[config.mk]
export PLATFORM = sky130hd
export DESIGN_NAME = stable_priority_queue
export DESIGN_NICKNAME = d
export VERILOG_FILES = /design/src/hw/rtl/spq_pkg.sv /design/src/hw/rtl/spq_cell.sv /design/src/hw/rtl/stable_priority_queue.sv
export SDC_FILE = /design/constraint.sdc
export NUM_CORES = 1
export LEC_CHECK = 0
export BUFFER_PORTS_ARGS = -buffer_cell sky130_fd_sc_hd__buf_2
export CAP_MARGIN = 30
export CORE_MARGIN = 2
export CORE_UTILIZATION = 50
export DETAILED_ROUTE_END_ITERATION = 8
export PLACE_DENSITY_LB_ADDON = 0.12
export SLEW_MARGIN = 25
export SYNTH_ARGS = -nofsm -noshare
export SYNTH_HDL_FRONTEND = slang
export SYNTH_SLANG_ARGS = --single-unit
[constraint.sdc]
create_clock -name clk -period 3.2 [get_ports clk]
set_input_delay 0 -clock clk [delete_from_list [all_inputs] [get_ports clk]]
set_output_delay 0 -clock clk [all_outputs]
set_load 0.01 [all_outputs]
[src/hw/rtl/spq_pkg.sv]
`timescale 1ns / 1ps
`default_nettype none
// ----------------------------------------------------------------------------
// spq_pkg: shared types and constants for the stable priority queue
// Entry, command and result layouts, status and action codes.
// ----------------------------------------------------------------------------
package spq_pkg;

  localparam int CAPACITY        = 16;
  localparam int PRIORITY_LEVELS = 5;
  localparam int IDX_W           = $clog2(CAPACITY);
  localparam int CNT_W           = $clog2(CAPACITY + 1);
  localparam int PRIO_W          = 3;
  localparam int VAL_W           = 8;

  localparam logic       ACT_ENQUEUE = 1'b0;
  localparam logic       ACT_DEQUEUE = 1'b1;

  localparam logic [1:0] ST_ENQUEUED = 2'd0;
  localparam logic [1:0] ST_DEQUEUED = 2'd1;
  localparam logic [1:0] ST_EMPTY    = 2'd2;
  localparam logic [1:0] ST_FULL     = 2'd3;

  typedef struct packed {
    logic [PRIO_W-1:0] prio;
    logic [VAL_W-1:0]  value;
  } entry_t;

  typedef struct packed {
    logic              action;
    logic [VAL_W-1:0]  data_value;
    logic [PRIO_W-1:0] priority_level;
  } cmd_t;

  typedef struct packed {
    logic [1:0]        status;
    logic [VAL_W-1:0]  out_value;
    logic [PRIO_W-1:0] out_priority;
  } result_t;

  typedef struct packed {
    logic             enq;
    logic             deq;
    entry_t           new_entry;
    logic [CNT_W-1:0] count;
  } cell_ctl_t;

  function automatic logic [PRIO_W-1:0] sat_priority(input logic [PRIO_W-1:0] p);
    logic [PRIO_W-1:0] r;
    r = p;
    if (p == '0) r = PRIO_W'(1);
    else if (p > PRIO_W'(PRIORITY_LEVELS)) r = PRIO_W'(PRIORITY_LEVELS);
    return r;
  endfunction

endpackage
`default_nettype wire

[src/hw/rtl/spq_cell.sv]
`timescale 1ns / 1ps
`default_nettype none
// ----------------------------------------------------------------------------
// spq_cell: one slot of the sorted queue
// Holds one entry; keeps it, takes the new entry, or shifts from a neighbor.
// ----------------------------------------------------------------------------
module spq_cell
  import spq_pkg::*;
(
  input  wire  logic             clk,
  input  wire  logic [IDX_W-1:0] index,
  input  wire  cell_ctl_t        ctl,
  input  wire  entry_t           left_entry,
  input  wire  logic             left_ge,
  input  wire  entry_t           right_entry,
  output entry_t                 entry,
  output logic                   ge
);

  logic occupied;

  assign occupied = {1'b0, index} < ctl.count;
  // entry stays ahead of an incoming item of this priority
  assign ge = occupied && (entry.prio >= ctl.new_entry.prio);

  always_ff @(posedge clk) begin
    if (ctl.deq) begin
      entry <= right_entry;
    end else if (ctl.enq && !ge) begin
      entry <= left_ge ? ctl.new_entry : left_entry;
    end
  end

endmodule
`default_nettype wire

[src/hw/rtl/stable_priority_queue.sv]
`timescale 1ns / 1ps
`default_nettype none
// ----------------------------------------------------------------------------
// stable_priority_queue: bounded priority queue, FIFO within a priority
// Row of compare-and-shift cells kept in service order, head in cell 0.
// ----------------------------------------------------------------------------
// Usage:
//   Drive cmd and raise start; the command transfers at a clock edge where
//   start is high and busy is low. Enqueue (action 0) stores data_value with
//   its priority saturated to 1..5 behind every entry of equal or higher
//   priority. Dequeue (action 1) removes the head entry.
//   Each command yields one result on the result port, marked by strobe for
//   one cycle, in the cycle after its transfer. Status reports enqueued,
//   dequeued, empty (dequeue on empty queue) or full (enqueue dropped);
//   value and priority are zero except on a dequeue that finds an entry.
//   Throughput is one command per cycle while busy is low: all cells compare
//   against the incoming priority and shift in parallel, so the whole cell
//   row is updated at once.
//   Reset empties the queue; busy stays high until the first edge without reset.
//   The receiver cannot stall: every strobe cycle is a transfer.
// ----------------------------------------------------------------------------
module stable_priority_queue
  import spq_pkg::*;
(
  input  wire  logic clk,
  input  wire  logic rst,
  input  wire  logic start,
  output logic       busy,
  input  wire  cmd_t cmd,
  output logic       strobe,
  output result_t    result
);

  logic [CNT_W-1:0] count;
  logic [CNT_W-1:0] count_next;
  logic             accept;
  logic             is_deq;
  logic             empty;
  logic             full;
  cell_ctl_t        ctl;
  result_t          result_next;
  entry_t           cell_entry [CAPACITY];
  logic             cell_ge    [CAPACITY];

  assign accept = start && !busy;
  assign is_deq = (cmd.action == ACT_DEQUEUE);
  assign empty  = (count == '0);
  assign full   = (count == CNT_W'(CAPACITY));

  always_comb begin
    ctl.enq             = accept && !is_deq && !full;
    ctl.deq             = accept && is_deq && !empty;
    ctl.new_entry.prio  = sat_priority(cmd.priority_level);
    ctl.new_entry.value = cmd.data_value;
    ctl.count           = count;

    count_next = count;
    if (ctl.enq) count_next = count + CNT_W'(1);
    else if (ctl.deq) count_next = count - CNT_W'(1);

    result_next = '0;
    if (is_deq) begin
      if (empty) begin
        result_next.status = ST_EMPTY;
      end else begin
        result_next.status       = ST_DEQUEUED;
        result_next.out_value    = cell_entry[0].value;
        result_next.out_priority = cell_entry[0].prio;
      end
    end else begin
      result_next.status = full ? ST_FULL : ST_ENQUEUED;
    end
  end

  for (genvar i = 0; i < CAPACITY; i++) begin : g_cell
    entry_t left_entry;
    logic   left_ge;
    entry_t right_entry;

    if (i == 0) begin : g_head
      assign left_entry = ctl.new_entry;
      assign left_ge    = 1'b1;
    end else begin : g_body
      assign left_entry = cell_entry[i-1];
      assign left_ge    = cell_ge[i-1];
    end

    if (i == CAPACITY - 1) begin : g_tail
      assign right_entry = '0;
    end else begin : g_inner
      assign right_entry = cell_entry[i+1];
    end

    spq_cell u_cell (
      .clk         (clk),
      .index       (IDX_W'(i)),
      .ctl         (ctl),
      .left_entry  (left_entry),
      .left_ge     (left_ge),
      .right_entry (right_entry),
      .entry       (cell_entry[i]),
      .ge          (cell_ge[i])
    );
  end

  always_ff @(posedge clk) begin
    if (rst) begin
      count  <= '0;
      busy   <= 1'b1;
      strobe <= 1'b0;
    end else begin
      count  <= count_next;
      busy   <= 1'b0;
      strobe <= accept;
    end
    result <= result_next;
  end

`ifndef SYNTH
  a_count_bound: assert property (@(posedge clk) disable iff (rst)
    count <= CNT_W'(CAPACITY))
    else $error("entry count above capacity");

  a_strobe_follows: assert property (@(posedge clk) disable iff (rst)
    accept |=> strobe)
    else $error("result missing after command transfer");

  a_no_spurious: assert property (@(posedge clk) disable iff (rst)
    !accept |=> !strobe)
    else $error("result without command transfer");

  a_enq_count: assert property (@(posedge clk) disable iff (rst)
    ctl.enq |=> count == $past(count) + CNT_W'(1))
    else $error("enqueue did not grow the queue");

  a_deq_prio: assert property (@(posedge clk) disable iff (rst)
    (strobe && result.status == ST_DEQUEUED) |->
      (result.out_priority != '0 && result.out_priority <= PRIO_W'(PRIORITY_LEVELS)))
    else $error("dequeued priority out of range");
`endif

endmodule
`default_nettype wire

### Word-level counts from Yosys, hierarchy flattened

Cells that the tools add are included.
W data, S select, Z words.

| storage, ports and cells | value |
|---|---|
| bits of input ports | 15 |
| output and inout port bits | 15 |
| register bits after elaboration | 196 |
| word-level logic and storage cells | 204 |

| cells by class | value |
|---|---|
| eq/ne operators | 1 |
| mux-type cells | 53 |
| $lt $le $gt $ge | 33 |
| add/subtract/negate cells | 2 |
| reduce and logical (&&, ||, !) cells | 76 |
| bitwise operators | 1 |

Operators by type and width:

| operator | count |
|---|---|
| $mux W11 | 45 |
| $ge A3 B3 Y1 | 16 |
| $lt A4 B5 Y1 const A | 8 |
| $logic_and A1 B1 Y1 | 37 |
| $reduce_bool A2 Y1 | 16 |
| $logic_not A1 Y1 | 20 |
| $lt A3 B5 Y1 const A | 4 |
| $lt A1 B5 Y1 const A | 2 |
| $lt A2 B5 Y1 const A | 2 |
| $mux W5 | 2 |
| $mux W2 | 3 |
| $mux W3 | 2 |
| $add A5 B1 Y5 const B | 1 |
| $eq A5 B5 Y1 const B | 1 |
| $logic_not A5 Y1 | 1 |
| $sub A5 B1 Y5 const B | 1 |
| $gt A3 B3 Y1 const B | 1 |
| $logic_not A3 Y1 | 1 |
| $reduce_or A2 Y1 | 1 |
| $mux W1 | 1 |
| $not A1 Y1 | 1 |

### Logic depth before layout (Yosys ltp)

Gate-level depths: netlist (run 1).

| logic depth | value |
|---|---|
| word-level depth | 9 |
| gate-level depth with buffers | 13 |
| depth with buffers taken out | 9 |

### Cells and area by module

Synthesis (run 1) repeated with hierarchy kept, for this count alone.

| unflattened totals | value |
|---|---|
| cell total of the unflattened synthesis | 1231 |
| area, all modules | 12938.7 um2 |

Modules (own cells, without submodules):

| module | cells an instance | seq. area each (um2) | area each (um2) | times used |
|---|---|---|---|---|
| spq_cell | 72 | 330.3 | 757.0 | 16 |
| stable_priority_queue | 79 | 400.4 | 827.0 | 1 |

### Worst setup path before layout (run 1)

Ideal clock, no wire load.

| path | value |
|---|---|
| path kind | input to register |
| start point | input cmd[2] in the netlist's numbering |
| end point | register g_cell[11].u_cell.entry[0] in the netlist's numbering (enable) |
| slack | -169 ps |
| path buffers | 4 |
| arrival | 2990 ps |
| library setup time | 378 ps |
| stages | 13 |
| required time | 2822 ps |
| path through | buf_2 inv_1 nor2_1 o21bai_1 buf_2 ha_1 nand2b_1 a211oi_1 or3_1 clkbuf_1 buf_2 nor2_1 nor2_1 |

| between the ends | value |
|---|---|
| longest elaborated chain between the ends | 8 |
| elaborated cells between the ends (all ways) | 9 |
| classes of those cells | 2 x order compare; 2 x mux; 5 x reduce/logical |

Ends and longest elaborated chain:

| element | line | RTL |
|---|---|---|
| from (decl) | stable_priority_queue.sv:29 | `input wire cmd_t cmd,` |
| $gt A3 B3 Y1 | spq_pkg.sv:52 | `else if (p > PRIO_W'(PRIORITY_LEVELS)) r = PRIO_W'(PRIORITY_LEVELS);` |
| $mux W3 | spq_pkg.sv:52 |  |
| $mux W3 (*) | spq_pkg.sv:51 | `if (p == '0) r = PRIO_W'(1);` |
| $ge A3 B3 Y1 (*) | spq_cell.sv:24 | `assign ge = occupied && (entry.prio >= ctl.new_entry.prio);` |
| $logic_and A1 B1 Y1 (*) | spq_cell.sv:24 |  |
| $logic_not A1 Y1 (*) | spq_cell.sv:29 | `end else if (ctl.enq && !ge) begin` |
| $logic_and A1 B1 Y1 (*) | spq_cell.sv:29 |  |
| $reduce_bool A2 Y1 (no line) (*) | n/a |  |
| to (signal assigned) | spq_cell.sv:28 | `entry <= right_entry;` |
| to (signal assigned) | spq_cell.sv:30 | `entry <= left_ge ? ctl.new_entry : left_entry;` |
| to (decl) | spq_cell.sv:16 | `output entry_t entry,` |

Every way passes the cells marked *; elsewhere a longest branch is shown, timed or not.
A chain may end at the register's enable or synchronous reset.

### Worst setup path after layout (run 1)

| path | value |
|---|---|
| start point | register count[1] |
| end point | register g_cell[5].u_cell.entry[0] in the netlist's numbering (enable) |

| between the ends | value |
|---|---|
| longest elaborated chain between the ends | 5 |
| elaborated cells between the ends (all ways) | 11 |
| classes of those cells | 1 x order compare; 1 x eq/ne; 9 x reduce/logical |

Ends and longest elaborated chain:

| element | line | RTL |
|---|---|---|
| from (decl) | stable_priority_queue.sv:34 | `logic [CNT_W-1:0] count;` |
| from (signal assigned) | stable_priority_queue.sv:112 | `count <= count_next;` |
| $lt A3 B5 Y1 or $eq A5 B5 Y1 (tied branches) | spq_cell.sv:22, stable_priority_queue.sv:48 |  |
| $logic_and A1 B1 Y1 or $logic_not A1 Y1 (tied branches) | spq_cell.sv:24, stable_priority_queue.sv:51 |  |
| $logic_not A1 Y1 or $logic_and A1 B1 Y1 (tied branches) | spq_cell.sv:29, stable_priority_queue.sv:51 |  |
| $logic_and A1 B1 Y1 | spq_cell.sv:29 |  |
| $reduce_bool A2 Y1 (no line) (*) | n/a |  |
| to (signal assigned) | spq_cell.sv:28 |  |
| to (signal assigned) | spq_cell.sv:30 |  |
| to (decl) | spq_cell.sv:16 |  |

Marks and branches as above.

==> results of run 1 <==
## layer usage
layer | routed length (um) | track usage | vias up
met3 | 1210 | 0.0373 | 28
met5 | 0 | 0 | -
met4 | 364 | 0.0678 | 0
met1 | 13400 | 0.371 | 3605
li1 | - | - | 3747
met2 | 10700 | 0.332 | 165
## tightest hold or removal path: cells and delay by family
family,cells,cell delay [ns]
buffers and inverters,1,0.08
and+or+nand+nor,2,0.35
## final cells by class
cell class	instances	area, um2
fillers	1845	9180
repair buffers	78	543
clock buffers	20	479
multi-input cells	738	4810
clock inverters	12	133
well taps	275	344
inverters	23	86.3
flip-flops and latches	196	5580
## synth_stat cells, types with 7 or more instances
| master | instances | area, um2 |
|---|---|---|
| dfxtp_1 | 31 | 621 |
| and2_1 | 12 | 75.1 |
| a21oi_1 | 33 | 165 |
| mux2i_1 | 166 | 1660 |
| nand2_1 | 192 | 721 |
| inv_1 | 23 | 86.3 |
| nand2b_1 | 8 | 50.1 |
| buf_2 | 30 | 150 |
| ha_1 | 51 | 638 |
| nor2b_1 | 9 | 56.3 |
| edfxtp_1 | 165 | 4950 |
| clkbuf_1 | 32 | 120 |
| nor2_1 | 39 | 146 |
| buf_6 | 7 | 78.8 |
| o21ai_1 | 25 | 125 |
| o21ai_0 | 158 | 791 |
| buf_4 | 7 | 52.6 |
## state kept, by name, indices dropped and copies added (netlist names)
name                 flops
result                  13
strobe                   1
count                    5
busy                     1
g_cell.u_cell.entry    176
## power by group
part	leakage (nW)	switching, mW	total, mW	internal (mW)
clock	0.297	1.05	2.24	1.20
combinational	3.03	0.475	0.789	0.314
sequential	1.78	0.130	3.15	3.02
total	5.11	1.65	6.18	4.53
## through the flow
stage           util  cells  area, um2
2_1_floorplan      -   1036      10900
3_3_place_gp   0.536   1307      11300
3_5_place_dp   0.536   1308      11300
4_1_cts        0.566   1342      12000
5_1_grt        0.566   1342      12000
6_report       0.566   1342      12000
## placed cells by master (no fill, tap or decap), types with 5 or more instances in the layout
| cell type | count |
|---|---|
| a21oi_1 | 32 |
| and2_1 | 12 |
| buf_2 | 29 |
| buf_4 | 45 |
| clkbuf_16 | 19 |
| clkinv_4 | 5 |
| dfxtp_1 | 31 |
| edfxtp_1 | 165 |
| ha_1 | 51 |
| inv_1 | 23 |
| mux2i_1 | 166 |
| nand2_1 | 192 |
| nand2b_1 | 8 |
| nand3_1 | 6 |
| nor2_1 | 37 |
| nor2b_1 | 9 |
| o21ai_0 | 158 |
| o21ai_1 | 25 |
## cell families (layout without fill, tap and decap cells)
group,count (synthesis),in the layout,share of synthesized area
buffers and inverters,102,133,0.0460
and+or+nand+nor,276,276,0.106
AOI/OAI and AO/OA,242,242,0.121
adders and majority gates,51,51,0.0588
DFF,196,196,0.513
muxes,166,166,0.153
xor gates and xnor gates,3,3,0.00242
## path summary, 6_finish.rpt
check                                                start                          to
worst max-delay path                              count[1]   g_cell[5].u_cell.entry[0]
worst max register to register                    count[1]   g_cell[5].u_cell.entry[0]
worst min-delay path                                 start                      strobe
worst min register to register  g_cell[15].u_cell.entry[8]  g_cell[15].u_cell.entry[8]
## timing repair
| action | CTS | global route |
|---|---|---|
| endpoints found under the hold margin | 9 | 0 |
| endpoints found under the setup margin | 0 | 0 |
| hold buffers | 2 | 0 |
==> out/metrics.csv, run 1 <==
stage,metric,value,unit
sta,final-hold-violation-count,0,
sta,fin_crit,2.62,ns
clock_network,tritoncts.num_buffers,17,
clock_network,clockRootBuffer,clkbuf_16,
die,core_region,0.0212,mm2
drt,wire_per_inst,19.2,um
sta,max_slew_margin,0.436,
critical_path,timing.critical_path.buf_inv,2,
critical_path,timing.critical_path.arrival,2.71,ns
die,initial_utilization,0.513,
sta,finalCritPeriodShare,0.819,
die,die-height,151,um
placement,place.port_buffers,29,
placement,detailedPlace.worstSlack,0.371,ns
synthesis,post_synth_net_total,1102,
sta,maxClockFrequency,382,MHz
die,fp.dieW,151,um
global_routing,globalRouteOverflowTotal,0,
sta,worst_clock_skew,0.00947,ns
drt,drt-vias-per-instance,5.62,
synthesis,synth-edff-count,165,
synthesis,yosysSeqAreaShare,0.513,
clock_network,tritoncts,built,
synthesis,yosys.cell_types.count,43,
drt,number_of_vias_in_the_routed_layout,7545,
critical_path,regToRegSetupSlack,0.58,ns
clock_network,max-clock-path-buffers,2,
global_routing,number_of_global_route_vias_before_repair,7019,
cells_and_area,drive_gt1_frac,0.114,
clock_network,post_cts_resized,0,
hold_path,hold_class,in -> reg,
critical_path,timing.critical_path.depth,7,
die,std_cell_rows,53,
global_routing,track_usage,0.235,
global_routing,grt_start_max_net_pins,113,
global_routing,wire_length_of_the_first_global_routing_pass,40.7,mm
synthesis,synth_area_per_cell,10.5,um2
sta,final-max-slew-violation-count,0,
synthesis,netlist_area,0.0109,mm2
pwr,peakVddDrop,0.293,mV
die,die_area,0.0229,mm2
pwr,totalPowerFinal,6.18,mW
cells_and_area,nNetsFinal,1120,
sta,pin_slew_with_the_least_headroom_to_its_limit,0.845,ns
drt,detailedRoute.firstIterationViolations,638,
critical_path,worstRegToRegCells,7,
sta,rsz0062_at_grt,no,
synthesis,postSynthRegisterBits,196,
sta,hold-worst-slack,0.0239,ns
critical_path,cp_cell_sequence,"inv_1, ha_1, nor3b_1, and2_1, nand2b_1, buf_4, nor2_2",
synthesis,synthCells,1036,
drt,drt_drc_violations_left,0,
pwr,power.density,516,mW/mm2
drt,detail_route.wirelength,25.7,mm
sta,setup-violations-final,0,
critical_path,critPathLaunchType,flop,
synthesis,synth-warning-count,0,
sta,final_critical_path_setup_slack,0.580,ns
placement,place_congestion,0.779,
clock_network,worst_setup_hold_path_clk_slew,0.08,ns
hold_path,whs_path_depth,3,
clock_network,clkSinkCount,196,
clock_network,h-tree-depth,4,
drt,antenna_nets_post_route,0,
drt,drt_first_pass_iters,5,
run_status,status,completed,
die,floorplan.io_pins,30,
cells_and_area,n_antenna_cell,0,
critical_path,setup_crit_end_kind,flop,
synthesis,synth-main-ff-cell,edfxtp_1,
job,drv.max_cap_violation_count,0,
critical_path,worst-endpoint-required,3.29,ns
global_routing,antenna_found_initial,0,
critical_path,timing.setup.critical_path_class,reg -> reg,
clock_network,cts_post_setup_buffers_inserted,0,
synthesis,async_reset_ff_frac,0,
pwr,static-leakage-power,5.11,nW
sta,setup_tns,0,ns
critical_path,timing.critical_path.fanout_max,11,
critical_path,worst_path_max_delay_cell,nor2_2,
critical_path,slowest_delay,0.50,ns
placement,dp.final_hpwl,18.0,mm
clock_network,clk-insertion-delay-late,0.44,ns
critical_path,critical_path.top_delay_family,simple AND/OR/NAND/NOR gates,
cells_and_area,areaGrowthSynthToFinish,10.3,%
Power figures use the tool's default switching activity.
==> inputs of run 2 (changes only) <==
==> constraint.sdc (replaced) <==
create_clock -name clk -period 2.5 [get_ports clk]
set_input_delay 0 -clock clk [delete_from_list [all_inputs] [get_ports clk]]
set_output_delay 0 -clock clk [all_outputs]
set_load 0.01 [all_outputs]
==> run 2 against run 1 <==
Register-to-register slack worse by 0.39 ns. Setup slack got worse by 0.39 ns. Non-clock buffer count grew 18. Core utilization grew 1.7 points. Count of clock-buffer cells in the layout unchanged. Sequential share of layout area decreased by 1.3 points. Largest cell class unchanged. Largest power group unchanged. Highest routed layer unchanged.
==> out/metrics.csv, run 2 (synthesis results as in run 1) <==
stage,metric,value,unit,change
cells_and_area,n_antenna_cell,0,,unchanged
sta,pin_slew_with_the_least_headroom_to_its_limit,0.712,ns,-0.133 ns
clock_network,max-clock-path-buffers,2,,unchanged
sta,max_slew_margin,0.525,,+0.0896
pwr,static-leakage-power,5.26,nW,+3.1%
drt,detailedRoute.firstIterationViolations,715,,+12%
drt,detail_route.wirelength,26.5,mm,+3.1%
drt,drt_first_pass_iters,5,,unchanged
pwr,power.density,643,mW/mm2,+25%
placement,numPlacedInstances,1326,,+1.4%
global_routing,wire_length_of_the_first_global_routing_pass,42.2,mm,+3.7%
die,std_cell_rows,53,,unchanged
drt,wire_per_inst,19.5,um,+1.7%
run_status,status,completed,,
die,floorplan.io_pins,30,,unchanged
global_routing,grt_start_max_net_pins,40,,-65%
critical_path,regToRegSetupSlack,0.19,ns,-0.39 ns
drt,drt-vias-per-instance,5.64,,+0.29%
placement,dp.final_hpwl,18.7,mm,+4.0%
sta,fin_crit,2.31,ns,-0.313 ns
global_routing,globalRouteOverflowTotal,0,,unchanged
clock_network,tritoncts.num_buffers,17,,unchanged
die,die-height,151,um,unchanged
cells_and_area,layoutNonFillerInstCount,1360,,+1.3%
cells_and_area,reg_top3,"g_cell.u_cell.entry: 176 flops, result: 13 flops, count: 5 flops",,
critical_path,timing.critical_path.fanout_max,39,,+28
cells_and_area,most_common_library_cell_in_the_layout_ignoring_fill_and_taps,nand2_1,,
pwr,totalPowerFinal,7.93,mW,+28%
global_routing,track_usage,0.245,,+0.00991
cells_and_area,largest_reg_flops,176,,unchanged
die,die_area,0.0229,mm2,unchanged
sta,rsz0062_at_grt,no,,
cells_and_area,top_register,g_cell.u_cell.entry,,
placement,dpl_cell_area,0.0117,mm2,+3.2%
critical_path,critPathLaunchType,flop,,
cells_and_area,mostFrequentLayoutCells,"192 x nand2_1, 166 x mux2i_1, 165 x edfxtp_1, 158 x o21ai_0, 51 x ha_1",,
global_routing,antenna_found_initial,0,,unchanged
clock_network,cts_post_setup_buffers_inserted,0,,unchanged
die,core_region,0.0212,mm2,unchanged
critical_path,worst-endpoint-required,2.68,ns,-0.61 ns
cells_and_area,fill_cells,1814,,-1.7%
sta,worst_clock_skew,0.00959,ns,+0.000119 ns
sta,setup-violations-final,0,,unchanged
clock_network,clkSinkCount,196,,unchanged
drt,number_of_vias_in_the_routed_layout,7668,,+1.6%
sta,final-hold-violation-count,0,,unchanged
placement,place.port_buffers,29,,unchanged
sta,final-max-slew-violation-count,0,,unchanged
critical_path,setup_crit_end_kind,flop,,
sta,setup_tns,0,ns,unchanged
hold_path,hold_class,in -> reg,,
clock_network,worst_setup_hold_path_clk_slew,0.08,ns,about the same
sta,maxClockFrequency,434,MHz,+14%
critical_path,timing.critical_path.arrival,2.48,ns,-0.23 ns
drt,antenna_nets_post_route,0,,unchanged
cells_and_area,drive_gt1_frac,0.143,,+0.0285
cells_and_area,areaGrowthSynthToFinish,13.5,%,
clock_network,tritoncts,built,,
job,drv.max_cap_violation_count,0,,unchanged
clock_network,clockRootBuffer,clkbuf_16,,
die,initial_utilization,0.513,,unchanged
cells_and_area,postLayoutCellArea,0.0123,mm2,+3.0%
placement,place_congestion,0.798,,+2.4%
clock_network,h-tree-depth,4,,unchanged
critical_path,timing.setup.critical_path_class,reg -> reg,,
clock_network,clk-insertion-delay-late,0.45,ns,about the same
global_routing,number_of_global_route_vias_before_repair,7312,,+4.2%
pwr,peakVddDrop,0.462,mV,+57%
sta,finalCritPeriodShare,0.923,,+0.104
cells_and_area,nNetsFinal,1138,,+1.6%
drt,drt_drc_violations_left,0,,unchanged
die,fp.dieW,151,um,unchanged
[run 2: cell count changes in the layout (fill, tap and decap cells not counted), moves of 2 or more]
cell	change
nor2_2	+6
nor2_4	+5
nor2_1	-11
inv_1	-2
buf_12	+14
clkinv_4	-2
buf_4	+4
inv_4	+2
[run 2: final timing paths]
kind | from | to | depth (start not counted)
setup / recovery | count[0] | g_cell[5].u_cell.entry[8] | 7
hold / removal | start | strobe | 4
setup reg to reg | count[0] | g_cell[5].u_cell.entry[8] | 7
hold reg to reg | g_cell[15].u_cell.entry[8] | g_cell[15].u_cell.entry[8] | 2
[run 2: power breakdown]
group          switching [mW]  leakage (nW)  internal, mW  total (mW)
Clock                    1.34         0.300          1.46        2.80
Combinational           0.647          3.18         0.461        1.11
Sequential              0.159          1.78          3.87        4.02
Total                    2.14          5.26          5.79        7.93
[run 2: stage by stage]
stage          utilization  worst slack, ns  hold WS [ns]
3_5_place_dp         0.553          -0.0889         0.222
4_1_cts              0.582            0.117        0.0393
5_1_grt              0.583           0.0593        0.0689
2_1_floorplan            -          -0.0915        0.0277
3_3_place_gp         0.553          -0.0318         0.229
6_report             0.583            0.194        0.0436
[run 2: worst max-delay path: stages, from the launching register on]
cell      delay, ns
dfxtp_1        0.41
inv_1          0.11
ha_1           0.29
a211oi_4       0.26
buf_12         0.21
buf_12         0.21
buf_4          0.35
o21ai_0        0.18
[run 2: repair_timing]
action | in CTS | in global routing
endpoints found under the setup margin | 0 | 22
gates resized for setup | 0 | 2
endpoints found under the hold margin | 8 | 0
hold buffers | 2 | 0
[run 2: per-layer routing]
metal  track usage  wire [um]  up-vias
met2         0.354      11500      211
met3        0.0416       1440       20
li1              -          -     3783
met4        0.0593        240        0
met5             0          0        -
met1         0.383      13300     3654
[run 2: layout make-up]
cell class,count,area [um2],area share
flip-flops and latches,196,5580,0.452
multi-input cells,738,4870,0.395
repair buffers,96,853,0.0692
clock buffers,20,489,0.0397
well taps,275,344,0.0279
inverters,23,90.1,0.00731
clock inverters,12,106,0.00863
